===== config.mk =====
export PLATFORM = sky130hd
export DESIGN_NAME = gripper_stall_detect_hold_core
export DESIGN_NICKNAME = d
export VERILOG_FILES = /design/src/rtl/gsdh_pkg.sv /design/src/rtl/gsdh_cfg.sv /design/src/rtl/gsdh_step.sv /design/src/rtl/gripper_stall_detect_hold_core.sv
export VERILOG_INCLUDE_DIRS = /design/src /design/src/rtl
export SDC_FILE = /design/constraint.sdc
export NUM_CORES = 1
export LEC_CHECK = 0
export BUFFER_PORTS_ARGS = -buffer_cell sky130_fd_sc_hd__clkbuf_2
export CORE_UTILIZATION = 45
export DETAILED_ROUTE_END_ITERATION = 8
export GPL_TIMING_DRIVEN = 1
export PLACE_DENSITY = 0.69
export SLEW_MARGIN = 40
export SYNTH_ARGS = -nofsm -noshare
export SYNTH_HDL_FRONTEND = slang
export SYNTH_SLANG_ARGS = --single-unit

===== constraint.sdc =====
create_clock -name clk -period 7.7 [get_ports clk]
set_input_delay 0.77 -clock clk [delete_from_list [all_inputs] [get_ports clk]]
set_output_delay 0.77 -clock clk [all_outputs]
set_load 0.02 [all_outputs]

===== src/rtl/gripper_stall_detect_hold_core_assert.svh =====
// Assertion macros for the gripper stall detector. They sample on clk and are
// disabled while rst_n is low.
`ifndef GRIPPER_STALL_DETECT_HOLD_CORE_ASSERT_SVH
`define GRIPPER_STALL_DETECT_HOLD_CORE_ASSERT_SVH

`ifndef SYNTHESIS

`define GSDH_ASSERT_IMPLY(label, ante, cons) \
    label: assert property (@(posedge clk) disable iff (!rst_n) (ante) |-> (cons)) \
        else $error("gripper stall detector: same-cycle check failed");

`define GSDH_ASSERT_NEXT(label, ante, cons) \
    label: assert property (@(posedge clk) disable iff (!rst_n) (ante) |=> (cons)) \
        else $error("gripper stall detector: next-cycle check failed");

`else

`define GSDH_ASSERT_IMPLY(label, ante, cons)

`define GSDH_ASSERT_NEXT(label, ante, cons)

`endif

`endif


===== src/rtl/gsdh_pkg.sv =====
package gsdh_pkg;

    // Configuration register indexes.
    localparam logic [2:0] CFG_HOLD_BIAS     = 3'd0;
    localparam logic [2:0] CFG_STABLE_NEEDED = 3'd1;
    localparam logic [2:0] CFG_MIN_OFFSET    = 3'd2;
    localparam logic [2:0] CFG_TIMEOUT_TICKS = 3'd3;
    localparam logic [2:0] CFG_SERVO_NUMBER  = 3'd4;

    // Input opcodes.
    localparam logic [1:0] OP_START  = 2'd0;
    localparam logic [1:0] OP_SAMPLE = 2'd1;
    localparam logic [1:0] OP_TICK   = 2'd2;

    // Result kinds.
    localparam logic [1:0] KIND_MOVE    = 2'd0;
    localparam logic [1:0] KIND_HOLD    = 2'd1;
    localparam logic [1:0] KIND_TIMEOUT = 2'd2;

    localparam logic [11:0] PULSE_MIN  = 12'd500;
    localparam logic [11:0] PULSE_MAX  = 12'd2500;
    localparam logic [8:0]  ANGLE_MAX  = 9'd270;
    localparam logic [9:0]  MOVE_TIME  = 10'd1000;
    localparam logic [9:0]  HOLD_TIME  = 10'd200;
    localparam logic [11:0] STILL_BAND = 12'd2;
    localparam logic [3:0]  COUNT_MAX  = 4'd15;
    localparam logic [13:0] TICKS_MAX  = 14'd16383;

    // angle * 200 / 27 is done as angle * (200 * ceil(2^21 / 27)) >> 21, which is
    // exact for every angle up to 270.
    localparam logic [23:0] ANGLE_SCALE = 24'd15534600;
    localparam int          ANGLE_SHIFT = 21;

    localparam logic [8:0] RESET_HOLD_BIAS     = 9'd20;
    localparam logic [3:0] RESET_STABLE_NEEDED = 4'd5;
    localparam logic [10:0] RESET_MIN_OFFSET   = 11'd20;
    localparam logic [13:0] RESET_TIMEOUT      = 14'd1600;

    typedef struct packed {
        logic [8:0]  hold_bias;
        logic [3:0]  stable_needed;
        logic [10:0] min_offset;
        logic [13:0] timeout_ticks;
    } cfg_t;

    typedef struct packed {
        logic [1:0]  opcode;
        logic [8:0]  target_angle;
        logic [11:0] position_reading;
        logic        read_ok;
    } item_t;

    typedef struct packed {
        logic [1:0]  result_kind;
        logic [11:0] command_pulse;
        logic [9:0]  move_time_ms;
        logic [11:0] stall_position;
    } result_t;

endpackage


===== src/rtl/gsdh_cfg.sv =====
module gsdh_cfg (
    input  logic                clk,
    input  logic                rst_n,
    input  logic                cfg_write,
    input  logic [2:0]          cfg_index,
    input  logic [13:0]         cfg_data,
    output gsdh_pkg::cfg_t      cfg
);

    logic [8:0]  hold_bias_reg;
    logic [3:0]  stable_needed_reg;
    logic [10:0] min_offset_reg;
    logic [13:0] timeout_ticks_reg;

    // The servo bus id is accepted but affects no result, so it is not stored.
    always_ff @(posedge clk or negedge rst_n)
    begin
        if (!rst_n)
        begin
            hold_bias_reg     <= gsdh_pkg::RESET_HOLD_BIAS[8:0];
            stable_needed_reg <= gsdh_pkg::RESET_STABLE_NEEDED;
            min_offset_reg    <= gsdh_pkg::RESET_MIN_OFFSET;
            timeout_ticks_reg <= gsdh_pkg::RESET_TIMEOUT;
        end
        else if (cfg_write)
        begin
            unique case (cfg_index)
                gsdh_pkg::CFG_HOLD_BIAS:     hold_bias_reg     <= cfg_data[8:0];
                gsdh_pkg::CFG_STABLE_NEEDED: stable_needed_reg <= cfg_data[3:0];
                gsdh_pkg::CFG_MIN_OFFSET:    min_offset_reg    <= cfg_data[10:0];
                gsdh_pkg::CFG_TIMEOUT_TICKS: timeout_ticks_reg <= cfg_data;
                gsdh_pkg::CFG_SERVO_NUMBER:  ;
                default: ;
            endcase
        end
    end

    assign cfg.hold_bias     = hold_bias_reg;
    assign cfg.stable_needed = stable_needed_reg;
    assign cfg.min_offset    = min_offset_reg;
    assign cfg.timeout_ticks = timeout_ticks_reg;

endmodule


===== src/rtl/gsdh_step.sv =====
module gsdh_step (
    input  logic                clk,
    input  logic                rst_n,
    input  logic                step,
    input  gsdh_pkg::item_t     item,
    input  gsdh_pkg::cfg_t      cfg,
    output logic                has_result,
    output gsdh_pkg::result_t   result,
    output logic                active
);

    logic        active_reg, active_next;
    logic [11:0] target_reg, target_next;
    logic [11:0] last_pos_reg, last_pos_next;
    logic        have_last_reg, have_last_next;
    logic [3:0]  count_reg, count_next;
    logic [13:0] elapsed_reg, elapsed_next;

    logic [8:0]  angle_sat;
    logic [31:0] angle_prod;
    logic [11:0] start_pulse;
    logic [13:0] ticks_inc;
    logic [11:0] pos;
    logic        pos_valid;
    logic [11:0] diff_last;
    logic [11:0] diff_target;
    logic        still;
    logic [3:0]  count_upd;
    logic        stalled;
    logic [12:0] hold_up;
    logic [12:0] hold_floor;
    logic [11:0] hold_pulse;

    assign angle_sat   = (item.target_angle > gsdh_pkg::ANGLE_MAX) ?
                         gsdh_pkg::ANGLE_MAX : item.target_angle;
    assign angle_prod  = 32'(angle_sat) * 32'(gsdh_pkg::ANGLE_SCALE);
    assign start_pulse = gsdh_pkg::PULSE_MIN +
                         {1'b0, angle_prod[gsdh_pkg::ANGLE_SHIFT +: 11]};

    assign ticks_inc = (elapsed_reg == gsdh_pkg::TICKS_MAX) ? elapsed_reg :
                       elapsed_reg + 14'd1;

    assign pos       = item.position_reading;
    assign pos_valid = item.read_ok && (pos >= gsdh_pkg::PULSE_MIN) &&
                       (pos <= gsdh_pkg::PULSE_MAX);

    assign diff_last   = (pos >= last_pos_reg) ? pos - last_pos_reg : last_pos_reg - pos;
    assign diff_target = (pos >= target_reg) ? pos - target_reg : target_reg - pos;

    assign still     = have_last_reg && (diff_last <= gsdh_pkg::STILL_BAND);
    assign count_upd = !still ? 4'd0 :
                       (count_reg == gsdh_pkg::COUNT_MAX) ? count_reg : count_reg + 4'd1;
    assign stalled   = (count_upd >= cfg.stable_needed) &&
                       (diff_target >= {1'b0, cfg.min_offset});

    // The hold pulse keeps pushing toward the target by the bias, clamped to the
    // legal pulse range.
    assign hold_up    = {1'b0, pos} + {4'b0, cfg.hold_bias};
    assign hold_floor = {1'b0, gsdh_pkg::PULSE_MIN} + {4'b0, cfg.hold_bias};

    always_comb
    begin
        if (target_reg < pos)
        begin
            if ({1'b0, pos} < hold_floor)
                hold_pulse = gsdh_pkg::PULSE_MIN;
            else
                hold_pulse = pos - {3'b0, cfg.hold_bias};
        end
        else
        begin
            if (hold_up > {1'b0, gsdh_pkg::PULSE_MAX})
                hold_pulse = gsdh_pkg::PULSE_MAX;
            else
                hold_pulse = hold_up[11:0];
        end
    end

    always_comb
    begin
        active_next    = active_reg;
        target_next    = target_reg;
        last_pos_next  = last_pos_reg;
        have_last_next = have_last_reg;
        count_next     = count_reg;
        elapsed_next   = elapsed_reg;
        has_result     = 1'b0;
        result         = '0;
        result.result_kind = gsdh_pkg::KIND_TIMEOUT;

        unique case (item.opcode)
            gsdh_pkg::OP_START:
            begin
                active_next          = 1'b1;
                target_next          = start_pulse;
                last_pos_next        = '0;
                have_last_next       = 1'b0;
                count_next           = '0;
                elapsed_next         = '0;
                has_result           = 1'b1;
                result.result_kind   = gsdh_pkg::KIND_MOVE;
                result.command_pulse = start_pulse;
                result.move_time_ms  = gsdh_pkg::MOVE_TIME;
            end
            gsdh_pkg::OP_SAMPLE:
            begin
                if (active_reg)
                begin
                    if (elapsed_reg >= cfg.timeout_ticks)
                    begin
                        active_next = 1'b0;
                        has_result  = 1'b1;
                    end
                    else if (pos_valid)
                    begin
                        count_next     = count_upd;
                        last_pos_next  = pos;
                        have_last_next = 1'b1;
                        if (stalled)
                        begin
                            active_next           = 1'b0;
                            has_result            = 1'b1;
                            result.result_kind    = gsdh_pkg::KIND_HOLD;
                            result.command_pulse  = hold_pulse;
                            result.move_time_ms   = gsdh_pkg::HOLD_TIME;
                            result.stall_position = pos;
                        end
                    end
                end
            end
            gsdh_pkg::OP_TICK:
            begin
                if (active_reg)
                begin
                    elapsed_next = ticks_inc;
                    if (ticks_inc >= cfg.timeout_ticks)
                    begin
                        active_next = 1'b0;
                        has_result  = 1'b1;
                    end
                end
            end
            default: ;
        endcase
    end

    always_ff @(posedge clk or negedge rst_n)
    begin
        if (!rst_n)
        begin
            active_reg    <= 1'b0;
            target_reg    <= '0;
            last_pos_reg  <= '0;
            have_last_reg <= 1'b0;
            count_reg     <= '0;
            elapsed_reg   <= '0;
        end
        else if (step)
        begin
            active_reg    <= active_next;
            target_reg    <= target_next;
            last_pos_reg  <= last_pos_next;
            have_last_reg <= have_last_next;
            count_reg     <= count_next;
            elapsed_reg   <= elapsed_next;
        end
    end

    assign active = active_reg;

endmodule


===== src/rtl/gripper_stall_detect_hold_core.sv =====
// Gripper stall detector. Start, position sample and millisecond tick
// transactions enter through an input register, are evaluated against the
// attempt state combinationally, and any resulting move, hold or timeout
// command lands in an output register. One transaction is accepted every clock
// while the output side keeps up; a transaction's result is evaluated from the
// input register and captured in the output register, the input and output
// registers being the only two stages. A result held by a stalled output side
// stops the input register, and the input stalls for as long as the output
// does. Configuration writes are always accepted and should be issued only
// while no transaction is in flight.
`include "gripper_stall_detect_hold_core_assert.svh"

module gripper_stall_detect_hold_core (
    input  logic        clk,
    input  logic        rst_n,

    input  logic        cfg_valid,
    output logic        cfg_ready,
    input  logic [2:0]  cfg_index,
    input  logic [13:0] cfg_data,

    input  logic        in_valid,
    output logic        in_ready,
    input  logic [1:0]  opcode,
    input  logic [8:0]  target_angle,
    input  logic [11:0] position_reading,
    input  logic        read_ok,

    output logic        out_valid,
    input  logic        out_ready,
    output logic [1:0]  result_kind,
    output logic [11:0] command_pulse,
    output logic [9:0]  move_time_ms,
    output logic [11:0] stall_position
);

    gsdh_pkg::cfg_t    cfg;
    gsdh_pkg::item_t   s1_item_reg;
    gsdh_pkg::result_t step_result;
    gsdh_pkg::result_t out_res_reg;
    logic              s1_valid_reg;
    logic              s1_fire;
    logic              step_has_result;
    logic              step_active;
    logic              out_valid_reg;

    assign cfg_ready = 1'b1;

    gsdh_cfg u_cfg (
        .clk       (clk),
        .rst_n     (rst_n),
        .cfg_write (cfg_valid && cfg_ready),
        .cfg_index (cfg_index),
        .cfg_data  (cfg_data),
        .cfg       (cfg)
    );

    // The input stage moves on whenever the output register is empty or being
    // drained in this cycle.
    assign s1_fire  = s1_valid_reg && (!out_valid_reg || out_ready);
    assign in_ready = !s1_valid_reg || s1_fire;

    always_ff @(posedge clk or negedge rst_n)
    begin
        if (!rst_n)
            s1_valid_reg <= 1'b0;
        else if (in_ready)
            s1_valid_reg <= in_valid;
    end

    always_ff @(posedge clk)
    begin
        if (in_valid && in_ready)
        begin
            s1_item_reg.opcode           <= opcode;
            s1_item_reg.target_angle     <= target_angle;
            s1_item_reg.position_reading <= position_reading;
            s1_item_reg.read_ok          <= read_ok;
        end
    end

    gsdh_step u_step (
        .clk        (clk),
        .rst_n      (rst_n),
        .step       (s1_fire),
        .item       (s1_item_reg),
        .cfg        (cfg),
        .has_result (step_has_result),
        .result     (step_result),
        .active     (step_active)
    );

    always_ff @(posedge clk or negedge rst_n)
    begin
        if (!rst_n)
            out_valid_reg <= 1'b0;
        else if (s1_fire)
            out_valid_reg <= step_has_result;
        else if (out_ready)
            out_valid_reg <= 1'b0;
    end

    always_ff @(posedge clk)
    begin
        if (s1_fire && step_has_result)
            out_res_reg <= step_result;
    end

    assign out_valid      = out_valid_reg;
    assign result_kind    = out_res_reg.result_kind;
    assign command_pulse  = out_res_reg.command_pulse;
    assign move_time_ms   = out_res_reg.move_time_ms;
    assign stall_position = out_res_reg.stall_position;

    `GSDH_ASSERT_IMPLY(a_cmd_pulse_range,
        out_valid && result_kind != gsdh_pkg::KIND_TIMEOUT,
        command_pulse >= gsdh_pkg::PULSE_MIN && command_pulse <= gsdh_pkg::PULSE_MAX)
    `GSDH_ASSERT_IMPLY(a_hold_fields,
        out_valid && result_kind == gsdh_pkg::KIND_HOLD,
        move_time_ms == gsdh_pkg::HOLD_TIME && stall_position >= gsdh_pkg::PULSE_MIN
        && stall_position <= gsdh_pkg::PULSE_MAX)
    `GSDH_ASSERT_NEXT(a_start_arms,
        s1_fire && s1_item_reg.opcode == gsdh_pkg::OP_START, step_active)
    `GSDH_ASSERT_NEXT(a_stage_holds,
        s1_valid_reg && !s1_fire, s1_valid_reg && $stable(s1_item_reg))

endmodule


Yosys cells after proc, flatten, opt, wreduce, memory -nomap -nowiden
Cells that the tools add are included.
Widths: inputs -> output; s select.
Word-level totals
  input port bits: 46
  flip-flop bits (word level): 144
  output and inout port bits: 39
Cells by class
  order comparisons: 13
  add/subtract/negate cells: 10
  equality and inequality tests: 11
  reduce and logical (&&, ||, !) cells: 26
  $mul: 1
  bitwise gates (word level): 4
  mux-type cells: 44
Operator list (count)
  $mux 36: 4
  $mux 12: 8
  $pmux 24 s2: 1
  $sub 12x12->12: 4
  $mul 9x21->29 const B: 1
  $ge 14x14->1: 2
  $mux 14: 2
  $pmux 14 s2: 1
  $ge 12x12->1: 2
  $pmux 12 s2: 1
  $mux 4: 5
  $mux 1: 17
  $add 14x1->14 const B: 1
  $eq 14x14->1 const B: 1
  $add 12x9->13: 1
  $gt 13x12->1 const B: 1
  $lt 12x13->1: 1
  $add 9x11->12 const A: 1
  $ge 12x11->1: 1
  $ge 12x9->1 const B: 1
  $le 12x12->1 const B: 1
  $le 12x2->1 const B: 1
  $lt 12x12->1: 1
  $reduce_and 2->1: 6
  27 further kinds: 44

Depth between registers and ports, before layout
  word-level depth: 13
  depth in mapped cells: 26

Hierarchy
Synthesis repeated with hierarchy kept, for this count alone.
Second synthesis, totals
  cells, all modules: 1423
  area, all modules: 13449.1 µm²
By module, submodules not included
  gsdh_step: seq. area each 1101.1 µm², times used 1, area an instance 10065.9 µm², cells each 1269
  gripper_stall_detect_hold_core: seq. area each 1851.8 µm², times used 1, area an instance 1921.8 µm², cells each 72
  gsdh_cfg: seq. area each 962.2 µm², times used 1, area an instance 1461.4 µm², cells each 82

Worst setup path after synthesis
OpenSTA, ideal clock, no wires.
  kind: reg-to-reg
  start: register s1_item_reg[20] (netlist bit)
  end: register out_res_reg, in the netlist command_pulse[10], data pin
  required time: 7429 ps
  stages on the path, launching flop included: 24
  slack: 1469 ps
  path buffers: 1
  data arrival time: 5960 ps
  period minus slack after synthesis: 6231 ps
  cells stage by stage: edfxtp_1 > o41ai_4 > or2b_1 > fa_1 > fa_1 > inv_1 > fa_1 > fa_1 > inv_1 > ha_1 > clkbuf_1 > nand4_1 > a21oi_1 > a221oi_2 > xnor2_2 > ha_1 > nand2b_1 > a211o_1 > a32oi_2 > o211ai_1 > o211ai_4 > nor4b_2 > a31oi_1 > o2111ai_1
RTL lines
  start: declaration: RTL line gripper_stall_detect_hold_core.sv:38  | gsdh_pkg::item_t s1_item_reg;
  end signal: assignment: RTL line gripper_stall_detect_hold_core.sv:106  | out_res_reg <= step_result;
  end: declaration: RTL line gripper_stall_detect_hold_core.sv:40  | gsdh_pkg::result_t out_res_reg;

==> impl_table.tex <==
\begin{tabular}{lr}
\hline
Metric & Value \\
\hline
\multicolumn{2}{l}{\textbf{Outcome}} \\
Status & finished, final reports clean \\
\multicolumn{2}{l}{\textbf{Final layout}} \\
Max FFs per register & 24 \\
Total number of nets in the final design & 1737 \\
Most frequent cells in the layout & ha\_1 (184), inv\_1 (168), nand2\_1 (92), a21oi\_1 (81), clkbuf\_2 (78) \\
Commonest non-fill, non-tap cell in the layout & ha\_1 \\
Antenna diode instance count & 0 \\
Fin util & 50.80\% \\
Relative area change from synthesis to final layout & 11.20\% \\
Share of post-route cells with drive strength above 1 & 14.76\% \\
\multicolumn{2}{l}{\textbf{Global routing}} \\
Global-route wire length before repair & between 50 and 60 mm \\
Vias in the first global route & 10800 \\
Grt total ovfl & 0 \\
Total track usage & about a quarter \\
Number of antenna violations at the first check in global routing & 0 \\
Largest net degree at the start of global routing & 60 \\
\multicolumn{2}{l}{\textbf{Route}} \\
DRC violations left & 0 \\
Iter 0 DRT Violations & $\sim$940 \\
Wire length reported by the detailed router & between 30 and 40 mm \\
Drt first pass iters & 5 \\
Antenna-violating nets left & 0 \\
Via total after detailed routing & roughly 11000 \\
Detail-routed via count per cell & between 5 and 6 \\
Drt wl/cell & around 19 um \\
\multicolumn{2}{l}{\textbf{Worst setup path}} \\
Maximum fanout along the worst path & 8 \\
Critical Path Source Type & register \\
Worst Setup Path Type & reg -> reg \\
Kind of end point of the critical path & register \\
Critical path required time & 7.86 ns \\
Arr. time, crit path & between 6 and 7 ns \\
\multicolumn{2}{l}{\textbf{Pwr}} \\
Pwr per Cell Area & roughly 350 nW/um2 \\
Net switching power of the design & $\sim$0.0023 W \\
Internal power component & between 0.002 and 0.003 W \\
Part of the power in registers & between 20 and 25\% \\
Static leakage & roughly 6.9 nW \\
Logic gate share of total power & 62.8\% \\
Worst vdd rail ir drop & around 210 uV \\
Part of the total power dissipated in the clock network & 16.7\% \\
Switching power as a share of total power & a little under half \\
\multicolumn{2}{l}{\textbf{STA}} \\
Final-report max-slew violation count & 0 \\
Setup repair after global routing missed its margin & false \\
Fin. Hold Viols & 0 \\
Peak clock frequency supported by timing & 0.1517 GHz \\
Clk\_skew & between 0.01 and 0.015 ns \\
Worst slew margin relative to its limit & 49.91\% \\
Least-Margin Pin Slew & around 0.75 ns \\
Share of the cycle needed by the critical path after routing & a little under nine tenths \\
Shortest clock period the worst path allows after layout & 6.592 ns \\
Setup TNS Final & 0 ns \\
Final setup violation count & 0 \\
\multicolumn{2}{l}{\textbf{Clocking}} \\
CTS clk-pin slew, worst paths & 0.07 ns \\
TritonCTS Buffers & 17 \\
Count of hold-fix buffers inserted at cts & 0 \\
Maximum buffer depth of the clock tree & 2 \\
CTS resizes & 0 \\
CTS tree & done \\
Clk root buf & clkbuf\_16 \\
Post-CTS Setup Inserts & 0 \\
Worst skew pair latency & approximately 0.44 ns \\
Sinks on Clock Net & 136 \\
Level count of the clock H-tree & 4 \\
\multicolumn{2}{l}{\textbf{Min path}} \\
Worst hold path class & in -> async \\
\multicolumn{2}{l}{\textbf{Synthesis}} \\
Number of flops mapped to enable cells by yosys & 52 \\
Number of warning messages in the yosys log & 0 \\
Number of standard cells after synthesis & between 1000 and 1500 \\
Most common flop cell mapped by yosys & dfrtp\_1 \\
Number of unique standard cell types used by synthesis & 105 \\
Per-instance average area after synthesis & 9.368 um2 \\
Sequential area share after synthesis & between 20\% and 30\% \\
Flip-flop and latch count after synthesis & around 140 \\
Cell area after synthesis & around 13000 um2 \\
Post-synthesis async set-or-reset flop share & around three fifths \\
\multicolumn{2}{l}{\textbf{Place}} \\
Count of buffers inserted at the top-level ports & 79 \\
Routability congestion estimate & between 0.9 and 1 \\
Placed wire-length estimate after detailed placement & about 28 mm \\
\multicolumn{2}{l}{\textbf{Floorplanning}} \\
Core Footprint & around 29000 um2 \\
\# IOs & 85 \\
Effective utilization at floorplan & a little under half \\
Die outline area & just under 30000 um2 \\
Die outline height & 172.5 um \\
Die Wd & 172.5 um \\
Placement Rows & just over 60 \\
\multicolumn{2}{l}{\textbf{Flow run}} \\
Maxcap violations & 0 \\
\hline
\end{tabular}
final cells by class:
class | instances | area (um2)
Fill cell | 2635 | 14080
Multi-Input combinational cell | 1045 | 8583
Sequential cell | 136 | 3675
Inverter | 170 | 638.1
Timing Repair Buffer | 101 | 576.8
Tap cell | 384 | 480.5
Clock buffer | 18 | 439.2
Clock inverter | 14 | 150.1
metal layers:
layer	GRT usage, %	routed length, um	vias up	part of all wire [%]
met2	42.06	16650	341	47
met4	6.464	686	0	1.9
li1	-	-	5176	-
met1	33.63	16120	5241	45
met5	0	0	-	0
met3	4.166	2331	48	6.5
metrics by stage:
| step | hold WS [ns] | setup slack [ns] | area, um2 | cells | power (W) |
|---|---|---|---|---|---|
| 3_5_place_dp | 0.4784 | 1.124 | 13920 | 1834 | 0.004128 |
| 5_1_grt | 0.2644 | 0.7209 | 14540 | 1868 | 0.005419 |
| 4_1_cts | 0.2434 | 1.090 | 14510 | 1866 | 0.005008 |
| 2_1_floorplan | 0.4433 | 1.469 | 13100 | 1402 | 0.003392 |
| 3_3_place_gp | 0.4809 | 1.232 | 13900 | 1834 | 0.004073 |
| 6_report | 0.2411 | 1.108 | 14540 | 1868 | 0.005018 |
power groups by stage:
stage                     clock [W]  combinational, W  sequential (W)
final                      0.000838           0.00315         0.00103
after global routing       0.000880           0.00349         0.00104
after CTS                  0.000854           0.00313         0.00103
after detailed placement          0           0.00309         0.00104
after global placement            0           0.00304         0.00103
after floorplan                   0           0.00238         0.00101
cells in the mapped netlist (all sizes together) (27+ instances only):
library cell    n  area (um2)
a21oi          82       414.2
inv           170       638.1
ha            184        2302
xnor2          43       384.1
nand3          29       150.1
edfxtp         52        1562
a21o           38       286.5
clkbuf         35       133.9
nor2           57       214.0
nand2          93       349.1
dfrtp          75        1877
fa             36       720.7
mux2           27       304.0
o21ai          78       390.4
nor3           30       160.2
critical path, stage by stage, from the launching register on:
cell and delay (ns):
edfxtp_1 0.46, o41ai_4 0.44, or2b_1 0.39, fa_1 0.52, fa_1 0.51, inv_1 0.05, fa_1 0.47, fa_1 0.55
inv_1 0.05, ha_1 0.40, nand4_1 0.12, a21oi_1 0.06, a221oi_2 0.30, xnor2_2 0.14, ha_1 0.24, nand2b_1 0.17
a211o_1 0.29, a32oi_2 0.31, o211ai_1 0.19, o211ai_4 0.27, nor4b_2 0.07, a31oi_1 0.19, o2111ai_1 0.14
logic make-up after synthesis:
logic type	after synthesis	synth area share [%]
other	2	0.05743
AND/OR/NAND/NOR	337	13.70
flip-flops	136	28.10
XOR/XNOR	64	4.344
AO/OA/AOI/OAI	375	20.56
buffers and inverters	221	6.726
adder cells (fa/ha/maj)	220	23.12
multiplexers	41	3.396
final timing paths:
check / cells past startpoint / slack, ns / startpoint / to
max in group asynchronous: 2 / 6.54 / rst_n / u_cfg.hold_bias_reg[3]
hold reg to reg: 1 / 0.51 / u_step.have_last_reg / u_step.have_last_reg
hold / removal: 1 / 0.24 / rst_n / u_step.elapsed_reg[7]
min in group clk: 1 / 0.50 / target_angle[1] / s1_item_reg[14]
setup reg to reg: 22 / 1.11 / s1_item_reg[19] / command_pulse[10]
setup / recovery: 22 / 1.11 / s1_item_reg[19] / command_pulse[10]
Power figures use the tool's default switching activity.
